**config.mk**
```make
export PLATFORM = sky130hd
export DESIGN_NAME = sync_escape_byte_stuffing_codec
export DESIGN_NICKNAME = d
export VERILOG_FILES = /design/src/rtl/core/sebc_pkg.sv /design/src/rtl/core/sebc_front.sv /design/src/rtl/core/sebc_queue.sv /design/src/rtl/core/sebc_back.sv /design/src/rtl/core/sync_escape_byte_stuffing_codec.sv
export SDC_FILE = /design/constraint.sdc
export NUM_CORES = 1
export LEC_CHECK = 0
export BUFFER_PORTS_ARGS = -buffer_cell sky130_fd_sc_hd__buf_4
export CAP_MARGIN = 20
export CORE_UTILIZATION = 50
export DETAILED_ROUTE_END_ITERATION = 12
export MAX_ROUTING_LAYER = met4
export PLACE_DENSITY_LB_ADDON = 0.3
export SLEW_MARGIN = 20
export SYNTH_ARGS = -nofsm -noshare
export SYNTH_HDL_FRONTEND = slang
export SYNTH_SLANG_ARGS = --single-unit
```
**constraint.sdc**
```tcl
create_clock -name clk -period 3.13 [get_ports clk]
set_input_delay 0.626 -clock clk [delete_from_list [all_inputs] [get_ports clk]]
set_output_delay 0.626 -clock clk [all_outputs]
set_load 0.01 [all_outputs]
```
**src/rtl/core/sebc_pkg.sv**
```systemverilog
// ----------------------------------------------------------------------------
// sebc_pkg
// Types, codes and constants shared by the escape byte-stuffing codec.
// ----------------------------------------------------------------------------
`default_nettype none

package sebc_pkg;

  // Bus control bytes.
  localparam logic [7:0] SyncCode    = 8'hFF;
  localparam logic [7:0] EscCode     = 8'h55;
  localparam logic [7:0] EscSyncCode = 8'h00;
  localparam logic [7:0] EscEscCode  = 8'h01;

  // Operation codes carried by an input item.
  localparam logic [1:0] OpEncData = 2'd0;
  localparam logic [1:0] OpEncSync = 2'd1;
  localparam logic [1:0] OpDecode  = 2'd2;

  // Result kinds.
  localparam logic [1:0] KindWire = 2'd0;
  localparam logic [1:0] KindData = 2'd1;
  localparam logic [1:0] KindSync = 2'd2;

  // Default depth of the command queue between front and back end.
  localparam int QueueDepthDefault = 2;

  typedef struct packed {
    logic [1:0] opcode;
    logic [7:0] data_byte;
  } in_item_t;

  typedef struct packed {
    logic [7:0] out_byte;
    logic [1:0] out_kind;
    logic       last;
  } out_item_t;

  // One classified command: one or two result bytes of the same kind.
  typedef struct packed {
    logic [7:0] first_byte;
    logic [7:0] second_byte;
    logic [1:0] kind;
    logic       two;
  } cmd_t;

  // Push side of the command queue.
  typedef struct packed {
    logic valid;
    cmd_t cmd;
  } cmd_push_t;

endpackage

`default_nettype wire

```
**src/rtl/core/sebc_front.sv**
```systemverilog
// ----------------------------------------------------------------------------
// sebc_front
// Accepts input items, classifies them and holds the receive escape state.
// ----------------------------------------------------------------------------
`default_nettype none

module sebc_front (
  input  wire                   clk,
  input  wire                   rst,
  input  wire                   in_valid,
  output logic                  in_ready,
  input  sebc_pkg::in_item_t    in_item,
  input  wire                   queue_full,
  output sebc_pkg::cmd_push_t   push
);
  import sebc_pkg::*;

  logic rx_escape_pending;
  logic rx_escape_pending_next;
  logic accept;
  logic emit;
  cmd_t cmd;

  assign in_ready = !queue_full;
  assign accept   = in_valid && in_ready;

  always_comb begin
    emit                   = 1'b0;
    cmd                    = '0;
    rx_escape_pending_next = rx_escape_pending;
    unique case (in_item.opcode)
      OpEncData: begin
        emit           = 1'b1;
        cmd.kind       = KindWire;
        if (in_item.data_byte == SyncCode) begin
          cmd.first_byte  = EscCode;
          cmd.second_byte = EscSyncCode;
          cmd.two         = 1'b1;
        end else if (in_item.data_byte == EscCode) begin
          cmd.first_byte  = EscCode;
          cmd.second_byte = EscEscCode;
          cmd.two         = 1'b1;
        end else begin
          cmd.first_byte = in_item.data_byte;
        end
      end
      OpEncSync: begin
        emit           = 1'b1;
        cmd.kind       = KindWire;
        cmd.first_byte = SyncCode;
      end
      OpDecode: begin
        if (in_item.data_byte == SyncCode) begin
          // Framing starts over, so a pending escape is dropped.
          emit                   = 1'b1;
          cmd.kind               = KindSync;
          cmd.first_byte         = SyncCode;
          rx_escape_pending_next = 1'b0;
        end else if (in_item.data_byte == EscCode) begin
          rx_escape_pending_next = 1'b1;
        end else begin
          emit           = 1'b1;
          cmd.kind       = KindData;
          cmd.first_byte = in_item.data_byte;
          if (rx_escape_pending) begin
            rx_escape_pending_next = 1'b0;
            if (in_item.data_byte == EscSyncCode) begin
              cmd.first_byte = SyncCode;
            end else if (in_item.data_byte == EscEscCode) begin
              cmd.first_byte = EscCode;
            end
          end
        end
      end
      default: begin
        // Unused opcode: no result and no state change.
      end
    endcase
  end

  assign push.valid = accept && emit;
  assign push.cmd   = cmd;

  always_ff @(posedge clk) begin
    if (rst) begin
      rx_escape_pending <= 1'b0;
    end else if (accept) begin
      rx_escape_pending <= rx_escape_pending_next;
    end
  end

endmodule

`default_nettype wire

```
**src/rtl/core/sebc_queue.sv**
```systemverilog
// ----------------------------------------------------------------------------
// sebc_queue
// Short register queue of classified commands between front and back end.
// ----------------------------------------------------------------------------
`default_nettype none

module sebc_queue #(
  parameter int Depth = sebc_pkg::QueueDepthDefault
) (
  input  wire                  clk,
  input  wire                  rst,
  input  sebc_pkg::cmd_push_t  push,
  output logic                 full,
  output logic                 not_empty,
  output sebc_pkg::cmd_t       head,
  input  wire                  pop
);
  import sebc_pkg::*;

  localparam int PtrW = (Depth > 1) ? $clog2(Depth) : 1;
  localparam int CntW = $clog2(Depth + 1);

  cmd_t            entries [Depth];
  logic [PtrW-1:0] wr_ptr;
  logic [PtrW-1:0] rd_ptr;
  logic [CntW-1:0] count;

  assign full      = (count == CntW'(Depth));
  assign not_empty = (count != '0);
  assign head      = entries[rd_ptr];

  always_ff @(posedge clk) begin
    if (push.valid) begin
      entries[wr_ptr] <= push.cmd;
    end
  end

  always_ff @(posedge clk) begin
    if (rst) begin
      wr_ptr <= '0;
      rd_ptr <= '0;
      count  <= '0;
    end else begin
      if (push.valid) begin
        wr_ptr <= (wr_ptr == PtrW'(Depth - 1)) ? '0 : wr_ptr + 1'b1;
      end
      if (pop) begin
        rd_ptr <= (rd_ptr == PtrW'(Depth - 1)) ? '0 : rd_ptr + 1'b1;
      end
      if (push.valid && !pop) begin
        count <= count + 1'b1;
      end else if (pop && !push.valid) begin
        count <= count - 1'b1;
      end
    end
  end

endmodule

`default_nettype wire

```
**src/rtl/core/sebc_back.sv**
```systemverilog
// ----------------------------------------------------------------------------
// sebc_back
// Issues the one or two result items of each command from an output register.
// ----------------------------------------------------------------------------
`default_nettype none

module sebc_back (
  input  wire                  clk,
  input  wire                  rst,
  input  wire                  cmd_avail,
  input  sebc_pkg::cmd_t       cmd,
  output logic                 pop,
  output logic                 out_valid,
  input  wire                  out_ready,
  output sebc_pkg::out_item_t  out_item
);
  import sebc_pkg::*;

  logic       second_pending;
  logic [7:0] second_byte;
  logic [1:0] second_kind;
  logic       load;

  // The output register may take a new item when empty or being drained.
  assign load = !out_valid || out_ready;
  assign pop  = load && !second_pending && cmd_avail;

  always_ff @(posedge clk) begin
    if (rst) begin
      out_valid      <= 1'b0;
      second_pending <= 1'b0;
    end else if (load) begin
      if (second_pending) begin
        out_valid      <= 1'b1;
        second_pending <= 1'b0;
      end else begin
        out_valid      <= cmd_avail;
        second_pending <= cmd_avail && cmd.two;
      end
    end
  end

  always_ff @(posedge clk) begin
    if (load) begin
      if (second_pending) begin
        out_item.out_byte <= second_byte;
        out_item.out_kind <= second_kind;
        out_item.last     <= 1'b1;
      end else begin
        out_item.out_byte <= cmd.first_byte;
        out_item.out_kind <= cmd.kind;
        out_item.last     <= !cmd.two;
        second_byte       <= cmd.second_byte;
        second_kind       <= cmd.kind;
      end
    end
  end

endmodule

`default_nettype wire

```
**src/rtl/core/sync_escape_byte_stuffing_codec.sv**
```systemverilog
// ----------------------------------------------------------------------------
// sync_escape_byte_stuffing_codec
// Byte-stuffing encoder and decoder for a bus with sync 0xFF and escape 0x55.
// ----------------------------------------------------------------------------
// Each input item carries an opcode and a byte. Encoding a data byte sends it
// unchanged, except that 0xFF goes out as 0x55 0x00 and 0x55 as 0x55 0x01;
// encoding a sync sends a raw 0xFF. Decoding a wire byte reports 0xFF as a
// sync, swallows 0x55 as an escape, and after an escape turns 0x00 into 0xFF
// and 0x01 into 0x55. Opcode 3 and a received escape give no result item.
// The front end accepts one item per cycle as long as the command queue has
// room; the back end issues one result item per cycle from its single output
// register while out_ready is high, so the sustained rate is one input item
// per cycle for items with one result, and an escaped encode holds the next
// command until its second result is loaded. A result passes through the
// queue and then the output register: its command enters the queue when its
// item is accepted and moves on once the output register can load. The last
// field marks the final result item of each input item.
// ----------------------------------------------------------------------------
`default_nettype none

module sync_escape_byte_stuffing_codec #(
  parameter int QUEUE_DEPTH = sebc_pkg::QueueDepthDefault
) (
  input  wire                  clk,
  input  wire                  rst,
  input  wire                  in_valid,
  output logic                 in_ready,
  input  sebc_pkg::in_item_t   in_item,
  output logic                 out_valid,
  input  wire                  out_ready,
  output sebc_pkg::out_item_t  out_item
);
  import sebc_pkg::*;

  // Classified commands travel from the front end through the queue.
  cmd_push_t push;
  cmd_t      head;
  logic      queue_full;
  logic      queue_not_empty;
  logic      pop;

  // Front end: handshake, classification and the receive escape flag.
  sebc_front u_front (
    .clk        (clk),
    .rst        (rst),
    .in_valid   (in_valid),
    .in_ready   (in_ready),
    .in_item    (in_item),
    .queue_full (queue_full),
    .push       (push)
  );

  // Queue that lets the input and output sides stall independently.
  sebc_queue #(
    .Depth (QUEUE_DEPTH)
  ) u_queue (
    .clk       (clk),
    .rst       (rst),
    .push      (push),
    .full      (queue_full),
    .not_empty (queue_not_empty),
    .head      (head),
    .pop       (pop)
  );

  // Back end: expands each command into its result items.
  sebc_back u_back (
    .clk       (clk),
    .rst       (rst),
    .cmd_avail (queue_not_empty),
    .cmd       (head),
    .pop       (pop),
    .out_valid (out_valid),
    .out_ready (out_ready),
    .out_item  (out_item)
  );

endmodule

`default_nettype wire

```
==> qor.yml, run 1 <==
status: "completed"
synth-edff-count: 38
row_count: 22
netlist_area_um2: 1897
cts_tree: "yes"
die-area_um2: 4044
layout_common_cells: "38 x edfxtp_1, 28 x buf_4, 14 x nor2_1"
layout.nets: 186
worst_pin_slew_ns: 0.6427
n_antenna_cell: 0
finalHoldViolations: 0
critical_path_class: "in2reg"
die_w_um: 63.59
holdWs_ns: 0.5017
fmax_mhz: 431.8
grtUsageTotal_pct: 15.50
period_minus_slack_ns: 2.316
cts_max_level: 2
max_cap_violations: 0
cts_buffers: 5
ir_worst_vdd_mv: 0.3864
ios: 27
start_kind: "input port"
setup_ws_ns: 0.8140
holdPathEnd: "u_front.rx_escape_pending$_SDFFE_PP0P_"
layout_commonest_cell: "edfxtp_1"
worstPathMaxFanout: 4
postCtsResizedCells: 0
dpl.hpwl_um: 2011
grt_max_degree: 16
antenna_left: 0
clock_skew_ns: 0.01130
path_clk_slew_ns: 0.07
synth_fp_nets: 155
drv_slew: 0
holdPathStages: 2
antenna_found_initial: 0
fin_crit_sh_pct: 73.99
relSlewSlack_pct: 57.09
synthArstFlopShare_pct: 0
cellPowerDensity_nw_per_um2: 767.8
drc_errors: 0
clock_latency_ns: 0.29
cts-hold-fix-buffers: 0
setup_viol: 0
synth_area_per_cell_um2: 13.55
dr.pass1.iters: 4
place_congestion: 0.7084
synth_seq_area_share_pct: 68.60
cts_setup_buffers: 0
hold_start: "u_front.rx_escape_pending$_SDFFE_PP0P_"
start_util_pct: 51.81
clock_sinks: 46
ys.flop_type: "edfxtp_1"
dp_cells: 212
r2r_start: "u_back.second_pending$_SDFFE_PP0N_"
reg2reg_depth: 5
r2r_slack_ns: 1.29
cts.path.max_buffers: 2
root_buffer: "clkbuf_8"
stdcell_count: 220
setup_tns_ns: 0
portBuffers: 26
drtIter0Drc: 30
critical_path.endpoint_type: "register"
synth-seq-cells: 46
grt_pass1_vias: 1079
drive_gt1_share_pct: 25.58
cp_data_arrival_time_ns: 2.54
gr-total-overflow: 0
netlist_instances: 140
rr_endpoint: "u_queue.count[1]$_SDFFE_PP0P_"
place_ws_ns: 0.5151
totalWireLength_um: 2739
core_area_um2: 3661
ys_types: 31
die_h_um: 63.59
grt_pass1_wl_um: 4491
hp-class: "reg2reg"
yosysWarnings: 0
vias: 1148
syn_to_final_growth_pct: 17.81
rsz0062_at_grt: "false"
routedWlPerCell_um: 12.45
required_ns: 3.35
via_per_inst: 5.218
leakagePower_nw: 0.8408
nFillCells: 299
cell usage after synthesis (2+ instances only):
library cell | n | area share [%]
edfxtp_1 | 38 | 60
nor2_1 | 14 | 2.8
mux2i_1 | 9 | 4.7
dfxtp_1 | 8 | 8.4
o21ai_0 | 8 | 2.1
inv_1 | 7 | 1.4
a21oi_1 | 5 | 1.3
mux2_2 | 5 | 3.0
nand2b_1 | 5 | 1.6
a21o_1 | 4 | 1.6
nand2_1 | 4 | 0.79
nand4_1 | 4 | 1.3
nor3_1 | 4 | 1.1
clkbuf_1 | 3 | 0.59
nor2b_1 | 2 | 0.66
nor3b_1 | 2 | 0.79
or3_1 | 2 | 0.66
or4_4 | 2 | 1.2
xor2_1 | 2 | 0.92
where the power goes:
group,switching [mW],leakage [nW],internal (mW)
sequential,0.0907,0.436,0.856
combinational,0.208,0.360,0.233
clock,0.174,0.0450,0.155
cell type report:
type                       count  area [µm²]  area share [%]
timing repair buffer          28       210.2           9.407
clock inverter                 2       10.01          0.4479
multi-input combinational     83       554.3           24.80
inverter                       7       26.28           1.176
tap                           48       60.06           2.688
clock buffer                   6       72.57           3.247
sequential                    46        1301           58.23
per-layer routing:
| layer | global-route usage (%) | up-vias | wire length (µm) |
|---|---|---|---|
| met3 | 3.442 | 5 | 121 |
| met4 | 10.51 | 0 | 57 |
| li1 | - | 579 | - |
| met1 | 16.43 | 529 | 1199 |
| met5 | - | - | 0 |
| met2 | 25.66 | 35 | 1361 |
kinds of logic after synthesis:
| group | count (synthesis) | share of synthesized area (%) |
|---|---|---|
| AO/OA/AOI/OAI | 21 | 6.795 |
| AND/OR/NAND/NOR | 44 | 12.66 |
| buffers and inverters | 11 | 2.177 |
| flip-flops | 46 | 68.60 |
| XOR/XNOR | 3 | 1.385 |
| adder cells (fa/ha/maj) | 1 | 0.6595 |
| multiplexers | 14 | 7.718 |
how the worst max path moves through the flow:
| stage | slack [ns] | endpoint | startpoint | cells after the start |
|---|---|---|---|---|
| 2_1_floorplan | 0.49 | u_queue.entries[0][0]$_DFFE_PP_ | in_item[6] | 4 |
| 3_3_place_gp | 0.57 | u_queue.count[1]$_SDFFE_PP0P_ | in_item[3] | 8 |
| 3_5_place_dp | 0.52 | u_queue.count[1]$_SDFFE_PP0P_ | in_item[3] | 8 |
| 4_1_cts | 0.82 | u_queue.count[1]$_SDFFE_PP0P_ | in_item[3] | 8 |
| 5_1_grt | 0.72 | u_queue.count[1]$_SDFFE_PP0P_ | in_item[3] | 8 |
| 6_report | 0.81 | u_queue.count[1]$_SDFFE_PP0P_ | in_item[3] | 8 |
worst max-delay path: stages:
cell     delay, ns
buf_4         0.12
or4_4         0.55
nor2_1        0.16
o21ai_0       0.12
nor2b_1       0.15
ha_1          0.33
or3_1         0.35
a21oi_1       0.13
state kept, by name (all words and copies together) (netlist names), named ones only:
signal and count:
u_back.out_item 11, u_back.second_pending 1, u_queue.count 2, u_queue.entries 24, u_back.second_kind 2, u_queue.wr_ptr 1
u_back.out_valid 1, u_back.second_byte 1, u_front.rx_escape_pending 1, u_queue.rd_ptr 1
stage by stage:
step	util, %	total power [mW]	area, µm²
finish	61.04	1.716	2235
CTS	61.04	1.732	2235
detailed placement	58.78	1.408	2152
global route	61.04	1.811	2235
global placement	58.78	1.391	2152
floorplan	-	1.229	1897
Power figures use the tool's default switching activity.
==> run 2, diff against run 1 <==
==> constraint.sdc (replaced) <==
create_clock -name clk -period 1.9 [get_ports clk]
set_input_delay 0.38 -clock clk [delete_from_list [all_inputs] [get_ports clk]]
set_output_delay 0.38 -clock clk [all_outputs]
set_load 0.01 [all_outputs]
==> qor.yml, run 2 (synthesis results as in run 1) <==
start_util_pct: 51.81  # unchanged
leakagePower_nw: 0.9337  # +11%
root_buffer: "clkbuf_8"
syn_to_final_growth_pct: 27.77
portBuffers: 26  # unchanged
drv_slew: 0  # unchanged
cts_setup_buffers: 0  # unchanged
largest_reg_flops: 24  # unchanged
vias: 1227  # +6.9%
rsz0062_at_grt: "true"
placed_area_um2: 2296  # +6.7%
antenna_left: 0  # unchanged
cp_num_cells: 9  # +1
cp_data_arrival_time_ns: 2.12  # -0.42 ns
status: "completed"
clock_latency_ns: 0.29  # about the same
nFillCells: 258  # -14%
reg2reg_depth: 8  # +3
critical_path.endpoint_type: "register"
core_area_um2: 3661  # unchanged
setup_viol: 0  # unchanged
path_clk_slew_ns: 0.08  # about the same
clock_skew_ns: 0.003651  # -0.007648 ns
holdWs_ns: 0.3129  # -0.1888 ns
slowest_delay_ns: 0.55  # about the same
start_kind: "input port"
slowest_stage: "or4_4"
multiInputGateArea_um2: 620.6  # +12%
fin_area_um2: 2424  # +8.5%
stdcell_count: 236  # +7.3%
worst_pin_slew_ns: 0.7559  # +0.1131 ns
via_per_inst: 5.199  # -0.36%
place_congestion: 0.8149  # +15%
cts_tree: "yes"
hp-class: "in2reg"
routedWlPerCell_um: 13.41  # +7.7%
dr.pass1.iters: 4  # unchanged
grt_pass1_vias: 1187  # +10%
period_minus_slack_ns: 1.890
drc_errors: 0  # unchanged
row_count: 22  # unchanged
ir_worst_vdd_mv: 0.6806  # +76%
r2r_start: "u_queue.count[0]$_SDFFE_PP0P_"
layout_common_cells: "43 x buf_4, 38 x edfxtp_1, 13 x nor2_1"
cts_max_level: 2  # unchanged
ff_latch_area_um2: 1301  # unchanged
fin_crit_sh_pct: 99.47
antenna_found_initial: 0  # unchanged
worstSetupStartpoint: "in_item[5]"
top_register: "u_queue.entries"
cellPowerDensity_nw_per_um2: 1224  # +59%
max_cap_violations: 0  # unchanged
ios: 27  # unchanged
cts_buffers: 5  # unchanged
setup_ws_ns: 0.01010  # -0.8039 ns
n_antenna_cell: 0  # unchanged
die_h_um: 63.59  # unchanged
drtIter0Drc: 26  # -13%
dpl.hpwl_um: 2301  # +14%
cp-endpoint: "u_queue.count[1]$_SDFFE_PP0P_"
place_ws_ns: -0.3348  # -0.8499 ns
layout_commonest_cell: "buf_4"
dp_cells: 228  # +7.5%
layout.nets: 202  # +8.6%
worstPathMaxFanout: 4  # unchanged
r2r_slack_ns: 0.08  # -1.21 ns
finalHoldViolations: 0  # unchanged
cts.path.max_buffers: 2  # unchanged
critical_path_class: "in2reg"
crit_chain: "buf_4 > or4_4 > nor2_4 > o21ai_4 > nor2b_4 > ha_2 > xor2_1 > or3_1 > a21oi_2"
fmax_mhz: 529.1
clock_sinks: 46  # unchanged
grt_pass1_wl_um: 5168  # +15%
totalWireLength_um: 3164  # +16%
die-area_um2: 4044  # unchanged
required_ns: 2.13  # -1.22 ns
grt_max_degree: 15  # -1
top_regs: "u_queue.entries (24), u_back.out_item (11)"
relSlewSlack_pct: 49.18  # -7.9 points
cp_top_family: "simple AND/OR/NAND/NOR gates"
rr_endpoint: "u_queue.count[1]$_SDFFE_PP0P_"
drive_gt1_share_pct: 36.70  # +11 points
gr-total-overflow: 0  # unchanged
die_w_um: 63.59  # unchanged
grtUsageTotal_pct: 18.01  # +2.5 points
crit_buf_inv: 1  # unchanged
[run 2: cell count changes in the layout (fill, tap and decap cells not counted), moves of 2 or more]
cell	change
o21ai_4	+2
buf_4	+15
o21ai_2	+3
o21ai_0	-5
[run 2: worst min path at each step]
stage,slack (ns),startpoint,cells past startpoint,end
6_report,0.31,rst,2,u_queue.count[1]$_SDFFE_PP0P_
5_1_grt,0.32,rst,2,u_queue.count[1]$_SDFFE_PP0P_
4_1_cts,0.31,rst,2,u_back.out_valid$_SDFFE_PP0N_
3_5_place_dp,0.50,u_queue.count[1]$_SDFFE_PP0P_,2,u_queue.count[1]$_SDFFE_PP0P_
3_3_place_gp,0.47,u_front.rx_escape_pending$_SDFFE_PP0P_,2,u_front.rx_escape_pending$_SDFFE_PP0P_
2_1_floorplan,0.45,u_front.rx_escape_pending$_SDFFE_PP0P_,2,u_front.rx_escape_pending$_SDFFE_PP0P_
[run 2: metal layers]
metal	routed length, µm	GRT usage [%]
met2	1585	29.52
met1	1369	20.22
met4	49	7.386
met3	158	5.797
met5	0	-
[run 2: through the flow]
step	setup TNS (ns)	total power, mW	utilization (%)
after global placement	-9.686	2.367	62.71
after detailed placement	-10.93	2.413	62.71
final	0	2.966	66.20
after CTS	0	2.966	65.31
after global routing	-0.04221	3.120	66.20
after floorplan	-0.8993	2.031	-
[run 2: timing repair]
| action | in CTS | in global routing |
|---|---|---|
| resized for setup | 3 | 7 |
| endpoints found under the setup margin | 1 | 21 |
| hold buffers | 0 | 0 |
[run 2: final cells by class]
cell class	instances	share of cell area (%)
clock buffers	6	2.994
clock inverters	2	0.3614
inverters	7	1.084
multi-input cells	83	25.61
flip-flops and latches	46	53.69
well taps	48	2.478
repair buffers	44	13.78
[run 2: power by group]
part	internal, mW	switching [mW]	total [mW]
Clock	0.253	0.304	0.557
Sequential	1.41	0.103	1.51
Combinational	0.459	0.436	0.895
Total	2.12	0.843	2.97
==> run 3, diff against run 2 <==
--- a/config.mk
+++ b/config.mk
@@ -9,6 +9,7 @@
 export CAP_MARGIN = 20
 export CORE_UTILIZATION = 50
 export DETAILED_ROUTE_END_ITERATION = 12
+export GPL_TIMING_DRIVEN = 0
 export MAX_ROUTING_LAYER = met4
 export PLACE_DENSITY_LB_ADDON = 0.3
 export SLEW_MARGIN = 20
==> constraint.sdc (replaced) <==
create_clock -name clk -period 2.13 [get_ports clk]
set_input_delay 0.426 -clock clk [delete_from_list [all_inputs] [get_ports clk]]
set_output_delay 0.426 -clock clk [all_outputs]
set_load 0.01 [all_outputs]
==> qor.yml, run 3 (synthesis results as in run 1) <==
status: "completed"
n_antenna_cell: 0  # unchanged
drc_errors: 0  # unchanged
layout.nets: 189  # -6.4%
fin_crit_sh_pct: 97.68
required_ns: 2.36  # +0.23 ns
layout_common_cells: "38 x edfxtp_1, 26 x buf_4, 13 x nor2_1"
die_w_um: 63.59  # unchanged
place_congestion: 0.7223  # -11%
start_kind: "input port"
max_cap_violations: 0  # unchanged
cts.path.max_buffers: 2  # unchanged
setup_tns_ns: 0  # unchanged
drive_gt1_share_pct: 28.57  # -8.1 points
clock_skew_ns: 0.01024  # +0.006593 ns
critical_path_class: "in2reg"
clock_sinks: 46  # unchanged
grt_pass1_vias: 1102  # -7.2%
gr-total-overflow: 0  # unchanged
cellPowerDensity_nw_per_um2: 1134  # -7.4%
fmax_mhz: 480.6
die_h_um: 63.59  # unchanged
clock_latency_ns: 0.29  # about the same
period_minus_slack_ns: 2.081
antenna_found_initial: 0  # unchanged
drv_slew: 0  # unchanged
hp-class: "in2reg"
via_per_inst: 5.175  # -0.47%
dpl.hpwl_um: 2134  # -7.2%
root_buffer: "clkbuf_8"
grt_pass1_wl_um: 4926  # -4.7%
worstPathMaxFanout: 4  # unchanged
path_clk_slew_ns: 0.07  # about the same
fin_area_um2: 2301  # -5.1%
drtIter0Drc: 23  # -12%
cts-hold-fix-buffers: 0  # unchanged
totalWireLength_um: 2988  # -5.6%
worst_pin_slew_ns: 0.9006  # +0.1447 ns
top_regs: "u_queue.entries (24), u_back.out_item (11)"
core_area_um2: 3661  # unchanged
setup_viol: 0  # unchanged
antenna_left: 0  # unchanged
top_register: "u_queue.entries"
start_util_pct: 51.81  # unchanged
largest_reg_flops: 24  # unchanged
ff_latch_area_um2: 1301  # unchanged
routedWlPerCell_um: 13.40  # about the same
cts_buffers: 5  # unchanged
critical_path.endpoint_type: "register"
row_count: 22  # unchanged
nFillCells: 286  # +11%
leakagePower_nw: 0.8549  # -8.4%
cts_tree: "yes"
relSlewSlack_pct: 39.70  # -9.5 points
layout_commonest_cell: "edfxtp_1"
grt_max_degree: 15  # unchanged
cts_max_level: 2  # unchanged
die-area_um2: 4044  # unchanged
ios: 27  # unchanged
multiInputGateArea_um2: 609.3  # -1.8%
vias: 1154  # -5.9%
grtUsageTotal_pct: 17.46  # -0.54 points
dr.pass1.iters: 4  # unchanged
cp_data_arrival_time_ns: 2.31  # +0.19 ns
syn_to_final_growth_pct: 21.31
finalHoldViolations: 0  # unchanged
placed_area_um2: 2161  # -5.9%
ir_worst_vdd_mv: 0.7293  # +7.1%
portBuffers: 24  # -7.7%
## run 3: changes by cell type in the layout (fill, tap and decap cells not counted), sizes merged
cell,before,now
buf,44,28
clkbuf,6,9
## run 3: metal layers
layer,global-route usage (%),vias to the layer above,part of all wire (%)
li1,-,583,-
met3,4.891,7,5.2
met5,-,-,0
met4,10.80,0,2.4
met1,19.06,529,42
met2,28.06,35,50
## run 3: cell type report
cell class                      count  area share (%)
Clock inverter                      2          0.4350
Inverter                            7           1.142
Clock buffer                        6           3.154
Sequential cell                    46           56.55
Tap cell                           48           2.610
Timing Repair Buffer               27           8.972
Multi-Input combinational cell     83           26.48
Buffer                              4          0.6525
## run 3: where the power goes
part	internal (mW)	switching, mW	leakage [nW]
Combinational	0.383	0.392	0.374
Clock	0.227	0.258	0.0450
Sequential	1.26	0.0882	0.436
## run 3: worst paths after layout
path	startpoint	to	slack, ns	cells after the start
worst max-delay path	in_item[5]	u_queue.count[1]$_SDFFE_PP0P_	0.05	9
worst min-delay path	in_valid	u_queue.wr_ptr$_SDFFE_PP0P_	0.41	3
worst min register to register	u_front.rx_escape_pending$_SDFFE_PP0P_	u_front.rx_escape_pending$_SDFFE_PP0P_	0.52	2
worst max register to register	u_queue.count[0]$_SDFFE_PP0P_	u_queue.entries[0][14]$_DFFE_PP_	0.13	3
## run 3: metrics by stage
stage	std cells	hold slack (ns)	setup slack (ns)	power [mW]	utilization, %
2_1_floorplan	140	0.4542	-0.01554	1.811	-
3_3_place_gp	212	0.4769	-0.1980	2.049	59.02
3_5_place_dp	212	0.4986	-0.2550	2.083	59.02
4_1_cts	220	0.3963	0.05507	2.567	61.28
5_1_grt	223	0.4216	-0.01520	2.760	62.85
6_report	223	0.4052	0.04947	2.608	62.85
## run 3: what timing repair did
item                                    4_1_cts  5_1_grt
endpoints found under the setup margin        0        1
gates resized for setup                       0        7
buffers inserted                              0        3
hold endpoints to repair                      0        0
## run 3: worst max-delay path, stage by stage
cell and delay [ns]:
buf_4 0.12, or4_4 0.55, nor2_4 0.16, o21ai_4 0.08, nor2b_4 0.16, ha_4 0.17, xor2_2 0.15, or3_1 0.36
a21oi_2 0.13
